--- config.mk ---
export PLATFORM = sky130hd
export DESIGN_NAME = multi_channel_deadline_debouncer
export DESIGN_NICKNAME = d
export VERILOG_FILES = /design/src/rtl/dmd_pkg.sv /design/src/rtl/dmd_cfg_regs.sv /design/src/rtl/dmd_core.sv /design/src/rtl/multi_channel_deadline_debouncer.sv
export SDC_FILE = /design/constraint.sdc
export NUM_CORES = 1
export LEC_CHECK = 0
export BUFFER_PORTS_ARGS = -buffer_cell sky130_fd_sc_hd__buf_4
export CORE_ASPECT_RATIO = 0.8
export CORE_MARGIN = 2
export CORE_UTILIZATION = 55
export CTS_CLUSTER_SIZE = 8
export DETAILED_ROUTE_END_ITERATION = 8
export PLACE_DENSITY = 0.68
export SETUP_SLACK_MARGIN = 0.4
export SLEW_MARGIN = 30
export SYNTH_ARGS = -nofsm -noshare
export SYNTH_HDL_FRONTEND = slang
export SYNTH_SLANG_ARGS = --single-unit
--- constraint.sdc ---
create_clock -name clk_i -period 9.9 [get_ports clk_i]
set_input_delay 1.485 -clock clk_i [delete_from_list [all_inputs] [get_ports clk_i]]
set_output_delay 1.485 -clock clk_i [all_outputs]
set_load 0.005 [all_outputs]
--- src/rtl/dmd_pkg.sv ---
// Shared types and constants for the multi-channel deadline debouncer.
package dmd_pkg;

  localparam int CFG_COUNT  = 8;
  localparam int CFG_W      = 10;
  localparam int CH_FIELD_W = 3;

  typedef logic [CFG_W-1:0]      cfg_word_t;
  typedef logic [CH_FIELD_W-1:0] ch_field_t;

  localparam cfg_word_t CFG_RESET [CFG_COUNT] = '{
    10'd0, 10'd0, 10'd5, 10'd25, 10'd25, 10'd0, 10'd0, 10'd0
  };

  localparam logic OP_SAMPLE = 1'b0;
  localparam logic OP_TICK   = 1'b1;

  typedef enum logic {
    ST_IDLE,
    ST_WALK
  } state_e;

  typedef struct packed {
    ch_field_t channel;
    logic      level;
    logic      last;
  } rec_t;

endpackage

--- src/rtl/dmd_cfg_regs.sv ---
// Debounce time register file; the countdown load value saturates when TIME_BITS is below CFG_W.
module dmd_cfg_regs import dmd_pkg::*; #(
  parameter int TIME_BITS = 10
) (
  input  logic                 clk_i,
  input  logic                 rst_ni,
  input  logic                 we_i,
  input  ch_field_t            idx_i,
  input  cfg_word_t            data_i,
  input  ch_field_t            rd_idx_i,
  output logic [TIME_BITS-1:0] load_o
);

  cfg_word_t cfg_q [CFG_COUNT];
  cfg_word_t rd_word;

  always_ff @(posedge clk_i or negedge rst_ni) begin
    if (!rst_ni) begin
      for (int i = 0; i < CFG_COUNT; i++) begin
        cfg_q[i] <= CFG_RESET[i];
      end
    end else if (we_i) begin
      cfg_q[idx_i] <= data_i;
    end
  end

  assign rd_word = cfg_q[rd_idx_i];

  generate
    if (TIME_BITS >= CFG_W) begin : g_wide
      assign load_o = TIME_BITS'(rd_word);
    end else begin : g_sat
      localparam cfg_word_t TimeMax = CFG_W'((1 << TIME_BITS) - 1);
      assign load_o = (rd_word > TimeMax) ? TIME_BITS'(TimeMax) : rd_word[TIME_BITS-1:0];
    end
  endgenerate

endmodule

--- src/rtl/dmd_core.sv ---
// Channel state, tick sequencer with shared decrement unit, and output register.
module dmd_core import dmd_pkg::*; #(
  parameter int CHANNELS  = 8,
  parameter int TIME_BITS = 10
) (
  input  logic                 clk_i,
  input  logic                 rst_ni,
  input  logic                 in_valid_i,
  output logic                 in_ready_o,
  input  logic                 opcode_i,
  input  ch_field_t            channel_i,
  input  logic                 raw_level_i,
  input  logic [TIME_BITS-1:0] load_i,
  output logic                 out_valid_o,
  input  logic                 out_ready_i,
  output rec_t                 rec_o
);

  localparam int CH_W = (CHANNELS > 1) ? $clog2(CHANNELS) : 1;
  localparam logic [CH_W-1:0] IdxLast = CH_W'(CHANNELS - 1);

  state_e                state_q, state_d;
  logic [CH_W-1:0]       idx_q, idx_d;
  logic [CHANNELS-1:0]   fire_q, fire_d, fire_now, fire_rest;
  logic [CHANNELS-1:0]   stable_q, stable_d;
  logic [CHANNELS-1:0]   seen_q, seen_d;
  logic [CHANNELS-1:0]   armed_q, armed_d;
  logic [TIME_BITS-1:0]  rem_q [CHANNELS];
  logic                  out_valid_q, out_valid_d;
  rec_t                  rec_q, rec_d;

  logic [CH_W-1:0]       ch_sel, rem_addr;
  logic                  ch_ok, out_free, rest_empty, step;
  logic                  rem_wr;
  logic [TIME_BITS-1:0]  rem_rd, rem_dec, rem_wdata;

  assign ch_sel   = channel_i[CH_W-1:0];
  assign ch_ok    = int'(channel_i) < CHANNELS;
  assign rem_addr = (state_q == ST_WALK) ? idx_q : ch_sel;
  assign rem_rd   = rem_q[rem_addr];
  assign rem_dec  = rem_rd - 1'b1;
  assign out_free = !out_valid_q || out_ready_i;

  assign fire_rest  = (fire_q >> idx_q) >> 1;
  assign rest_empty = (fire_rest == '0);

  always_comb begin
    for (int i = 0; i < CHANNELS; i++) begin
      fire_now[i] = seen_q[i] && armed_q[i] && (rem_q[i] == '0);
    end
  end

  always_comb begin
    state_d     = state_q;
    idx_d       = idx_q;
    fire_d      = fire_q;
    stable_d    = stable_q;
    seen_d      = seen_q;
    armed_d     = armed_q;
    rem_wr      = 1'b0;
    rem_wdata   = load_i;
    out_valid_d = out_valid_q && !out_ready_i;
    rec_d       = rec_q;
    step        = 1'b0;
    in_ready_o  = (state_q == ST_IDLE);
    unique case (state_q)
      ST_IDLE: begin
        if (in_valid_i) begin
          if (opcode_i == OP_TICK) begin
            fire_d  = fire_now;
            idx_d   = '0;
            state_d = ST_WALK;
          end else if (ch_ok) begin
            if (!seen_q[ch_sel]) begin
              seen_d[ch_sel]   = 1'b1;
              stable_d[ch_sel] = raw_level_i;
            end else if (stable_q[ch_sel] == raw_level_i) begin
              armed_d[ch_sel] = 1'b0;
            end else if (!armed_q[ch_sel]) begin
              armed_d[ch_sel] = 1'b1;
              rem_wr          = 1'b1;
              rem_wdata       = load_i;
            end
          end
        end
      end
      ST_WALK: begin
        if (fire_q[idx_q]) begin
          if (out_free) begin
            stable_d[idx_q] = !stable_q[idx_q];
            armed_d[idx_q]  = 1'b0;
            out_valid_d     = 1'b1;
            rec_d.channel   = CH_FIELD_W'(idx_q);
            rec_d.level     = !stable_q[idx_q];
            rec_d.last      = rest_empty;
            step            = 1'b1;
          end
        end else begin
          if (seen_q[idx_q] && armed_q[idx_q]) begin
            rem_wr    = 1'b1;
            rem_wdata = rem_dec;
          end
          step = 1'b1;
        end
        if (step) begin
          if (idx_q == IdxLast) begin
            state_d = ST_IDLE;
          end else begin
            idx_d = idx_q + 1'b1;
          end
        end
      end
      default: state_d = ST_IDLE;
    endcase
  end

  always_ff @(posedge clk_i or negedge rst_ni) begin
    if (!rst_ni) begin
      state_q     <= ST_IDLE;
      idx_q       <= '0;
      fire_q      <= '0;
      stable_q    <= '0;
      seen_q      <= '0;
      armed_q     <= '0;
      out_valid_q <= 1'b0;
    end else begin
      state_q     <= state_d;
      idx_q       <= idx_d;
      fire_q      <= fire_d;
      stable_q    <= stable_d;
      seen_q      <= seen_d;
      armed_q     <= armed_d;
      out_valid_q <= out_valid_d;
    end
  end

  always_ff @(posedge clk_i) begin
    rec_q <= rec_d;
    if (rem_wr) begin
      rem_q[rem_addr] <= rem_wdata;
    end
  end

  assign out_valid_o = out_valid_q;
  assign rec_o       = rec_q;

endmodule

--- src/rtl/multi_channel_deadline_debouncer.sv ---
// Top level of the multi-channel deadline debouncer.
// Sample transaction: ready again on the next cycle, no change record.
// Tick transaction: busy after acceptance, one channel per cycle through the shared
//   decrement unit in order, stalling while a record waits on a full output register.
// Change records leave through a one-entry output register, one cycle after their channel.
// Reset: all channels unseen and disarmed, debounce times to their defaults.
module multi_channel_deadline_debouncer import dmd_pkg::*; #(
  parameter int CHANNELS  = 8,
  parameter int TIME_BITS = 10
) (
  input  logic      clk_i,
  input  logic      rst_ni,
  input  logic      in_valid_i,
  output logic      in_ready_o,
  input  logic      opcode_i,
  input  ch_field_t channel_i,
  input  logic      raw_level_i,
  output logic      out_valid_o,
  input  logic      out_ready_i,
  output ch_field_t changed_channel_o,
  output logic      new_level_o,
  output logic      last_o,
  input  logic      cfg_we_i,
  input  ch_field_t cfg_idx_i,
  input  cfg_word_t cfg_data_i
);

  logic [TIME_BITS-1:0] load;
  rec_t                 rec;

  dmd_cfg_regs #(
    .TIME_BITS (TIME_BITS)
  ) u_cfg (
    .clk_i    (clk_i),
    .rst_ni   (rst_ni),
    .we_i     (cfg_we_i),
    .idx_i    (cfg_idx_i),
    .data_i   (cfg_data_i),
    .rd_idx_i (channel_i),
    .load_o   (load)
  );

  dmd_core #(
    .CHANNELS  (CHANNELS),
    .TIME_BITS (TIME_BITS)
  ) u_core (
    .clk_i       (clk_i),
    .rst_ni      (rst_ni),
    .in_valid_i  (in_valid_i),
    .in_ready_o  (in_ready_o),
    .opcode_i    (opcode_i),
    .channel_i   (channel_i),
    .raw_level_i (raw_level_i),
    .load_i      (load),
    .out_valid_o (out_valid_o),
    .out_ready_i (out_ready_i),
    .rec_o       (rec)
  );

  assign changed_channel_o = rec.channel;
  assign new_level_o       = rec.level;
  assign last_o            = rec.last;

endmodule

==> impl_metrics.json <==
{
  "clkSlewWorstSetupHoldPaths_ps": 50,
  "dieHeight_um": 123,
  "pwr-share-comb_pct": 30.9,
  "synth_edf_count": 85,
  "synth_area_leaders": "dfrtp_1, edfxtp_1, mux2_2",
  "tritoncts": "done",
  "finalSetupTns_ps": 0,
  "synth_ff_type": "dfrtp_1",
  "h-tree-depth": 1,
  "cts-buffers-inserted": 29,
  "rsz0062_at_grt": "no",
  "yosysWarnings": 0,
  "yosysTopAreaCell": "dfrtp_1",
  "n_antenna_cell": 0,
  "grt.overflow.total": 0,
  "p_total_mw": 2.98,
  "dp_hpwl_um": 19200,
  "core_area_um2": 17300,
  "clock-sinks": 202,
  "vias_per_cell": 6.71,
  "hold_buffers": 0,
  "synthAdderAreaFrac_pct": 0.387,
  "hold_viol": 0,
  "muxShareOfSynthArea_pct": 15.2,
  "syn_area_um2": 9690,
  "ys_ff_latch": 202,
  "synth_compound_area_share_pct": 11.8,
  "hp-class": "register to register",
  "area_growth_pct": 13.2,
  "via_count": 7223,
  "clock_skew_ps": 14.1,
  "drive_above_1_share_pct": 24.8,
  "totalWireLength_um": 28000,
  "antenna_found_initial": 0,
  "outcome": "complete, no violations",
  "postCtsSetupBuffers": 0,
  "dieArea_um2": 18700,
  "tightestPinTransition_ps": 1050,
  "postLayoutCellArea_um2": 11000,
  "cts_repair_resize_count": 0,
  "irDropWorstVdd_mv": 0.182,
  "synth.distinct_cells": 65,
  "worstPathMaxFanout": 27,
  "wl_per_cell_um": 26.0,
  "p_sw_share_pct": 35.1,
  "nNetsFinal": 856,
  "grt_use_total_pct": 30.3,
  "intPower_mw": 1.93,
  "synth_top_family_by_area": "multiplexers",
  "grt_max_degree": 65,
  "port_buffers": 29,
  "clk_latency_ps": 550,
  "netlist.area_leader.share_pct": 28.1,
  "pwr-share-clk_pct": 30.2,
  "yosys.area_share.simple_pct": 12.8,
  "criticalPathCategory": "input pin to register",
  "drc_errors": 0,
  "power_density_nw_per_um2": 272,
  "avgSynthCellArea_um2": 12.1,
  "slew_viol_final": 0,
  "leakagePower_nw": 4.20,
  "grt_pass1_wl_um": 42900,
  "crit_path_start_kind": "input pin",
  "cts_root_buf": "clkbuf_16",
  "cp.arrival_ps": 4720,
  "ys_seq_area_share_pct": 56.6,
  "dr.first_iter.drc_count": 771,
  "firstDrtPassIters": 5,
  "fmax_mhz": 220,
  "dieWidth_um": 152,
  "switching_power_mw": 1.05,
  "period_minus_slack_ps": 4550,
  "io_pins": 30,
  "syn_nets": 824,
  "rows": 43,
  "hold-worst-slack_ps": 496,
  "relSlewSlack_pct": 30.0,
  "layout_common_cells": "dfrtp_1, mux2_2, edfxtp_1",
  "syn-instance-count": 798,
  "post_dp_cell_area_um2": 10100,
  "cp-end-kind": "register",
  "gp_congestion": 0.967,
  "required_ps": 10070,
  "clk_path_buf_depth": 3,
  "final_common_cell": "dfrtp_1",
  "postRouteAntennaNets": 0,
  "fin_crit_sh_pct": 46.0,
  "seq_power_share_pct": 38.9,
  "async_reset_ff_share_pct": 57.9,
  "start_util_pct": 56.0,
  "setup_viol": 0,
  "cap_viol_max_count": 0,
  "grt_pass1_vias": 7150,
  "yosys.area_share.xor_xnor_pct": 0.723
}
## layer usage
layer  wire length [um]  GRT usage, %  vias to the layer above  share of wire (%)
met3               3110          7.70                       65                 11
met1              12100          44.1                     3634                 43
li1                   -             -                     3122                  -
met2              11900          44.7                      402                 43
met5                  0             0                        -                  0
met4                875          10.5                        0                3.1
## stage by stage
step / instances / util, % / setup slack, ps
floorplan: 798 / - / 5200
global placement: 1024 / 58.3 / 4700
detailed placement: 1024 / 58.5 / 4870
CTS: 1076 / 63.3 / 5430
global route: 1076 / 63.4 / 5070
finish: 1076 / 63.4 / 5350
## cell usage after synthesis, types with 6 or more instances
master	instances
a221oi_1	13
a21oi_1	26
clkbuf_1	18
a22oi_1	27
dfstp_2	8
nor2b_1	9
nand2_1	77
a21o_1	9
buf_2	16
o22ai_1	7
mux2i_1	24
buf_1	6
a31oi_1	6
nand4_1	13
nor4_1	17
o31ai_1	6
dfrtp_1	109
mux2_2	95
xnor2_1	6
nor2_1	41
o21ai_0	30
nand3_1	30
nor3_1	19
edfxtp_1	85
inv_1	8
## power by group through the flow
stage,sequential (mW),combinational [mW],clock (mW)
floorplan,1.12,0.646,0
global placement,1.16,0.866,0
detailed placement,1.17,0.895,0
CTS,1.15,0.898,0.913
global route,1.17,0.978,0.952
finish,1.16,0.920,0.900
## cell families after synthesis
logic type | after synthesis
xor+xnor | 8
fa+ha+maj | 3
buf+inv | 53
flops | 202
compound gates | 163
mux | 127
simple gates | 242
## critical path, cell delays in order
cell and delay (ps):
buf_4 340, mux2_2 380, a221o_1 290, a22oi_1 230
xnor2_1 180, nand2_1 110, nor4_2 740, nor2_1 90
buf_4 210, nor2_1 650
## flip-flops by register name (all words and copies together), names as in the netlist, named ones only
| signal | count |
|---|---|
| u_core.rec_o | 5 |
| u_core.rem_q | 80 |
| u_core.idx_q | 3 |
| u_core.state_q | 1 |
| u_core.out_valid_o | 1 |
| u_core.stable_q | 8 |
| u_core.seen_q | 8 |
| u_core.fire_q | 8 |
| u_cfg.cfg_q | 80 |
## path summary, 6_finish.rpt
kind                       slack (ps)        startpoint  depth (start not counted)            endpoint
min in group asynchronous         990            rst_ni                          1     u_cfg.cfg_q[79]
max in group asynchronous        7620            rst_ni                          2     u_cfg.cfg_q[27]
min reg2reg                       500  u_core.fire_q[1]                          2    u_core.fire_q[1]
max                              5350      channel_i[0]                         10  u_core.rem_q[3][6]
max reg2reg                      5870    u_core.state_q                          9  u_core.rem_q[0][9]
min                               500  u_core.fire_q[1]                          2    u_core.fire_q[1]
## final cells by class
cell class / instances / area (um2)
fill: 1345 / 6350
sequential: 202 / 5490
multi-input combinational: 543 / 4000
clock buffer: 50 / 805
timing repair buffer: 45 / 338
tap: 225 / 282
inverter: 9 / 33.8
clock inverter: 2 / 28.8
(Power assumes the default switching activity.)
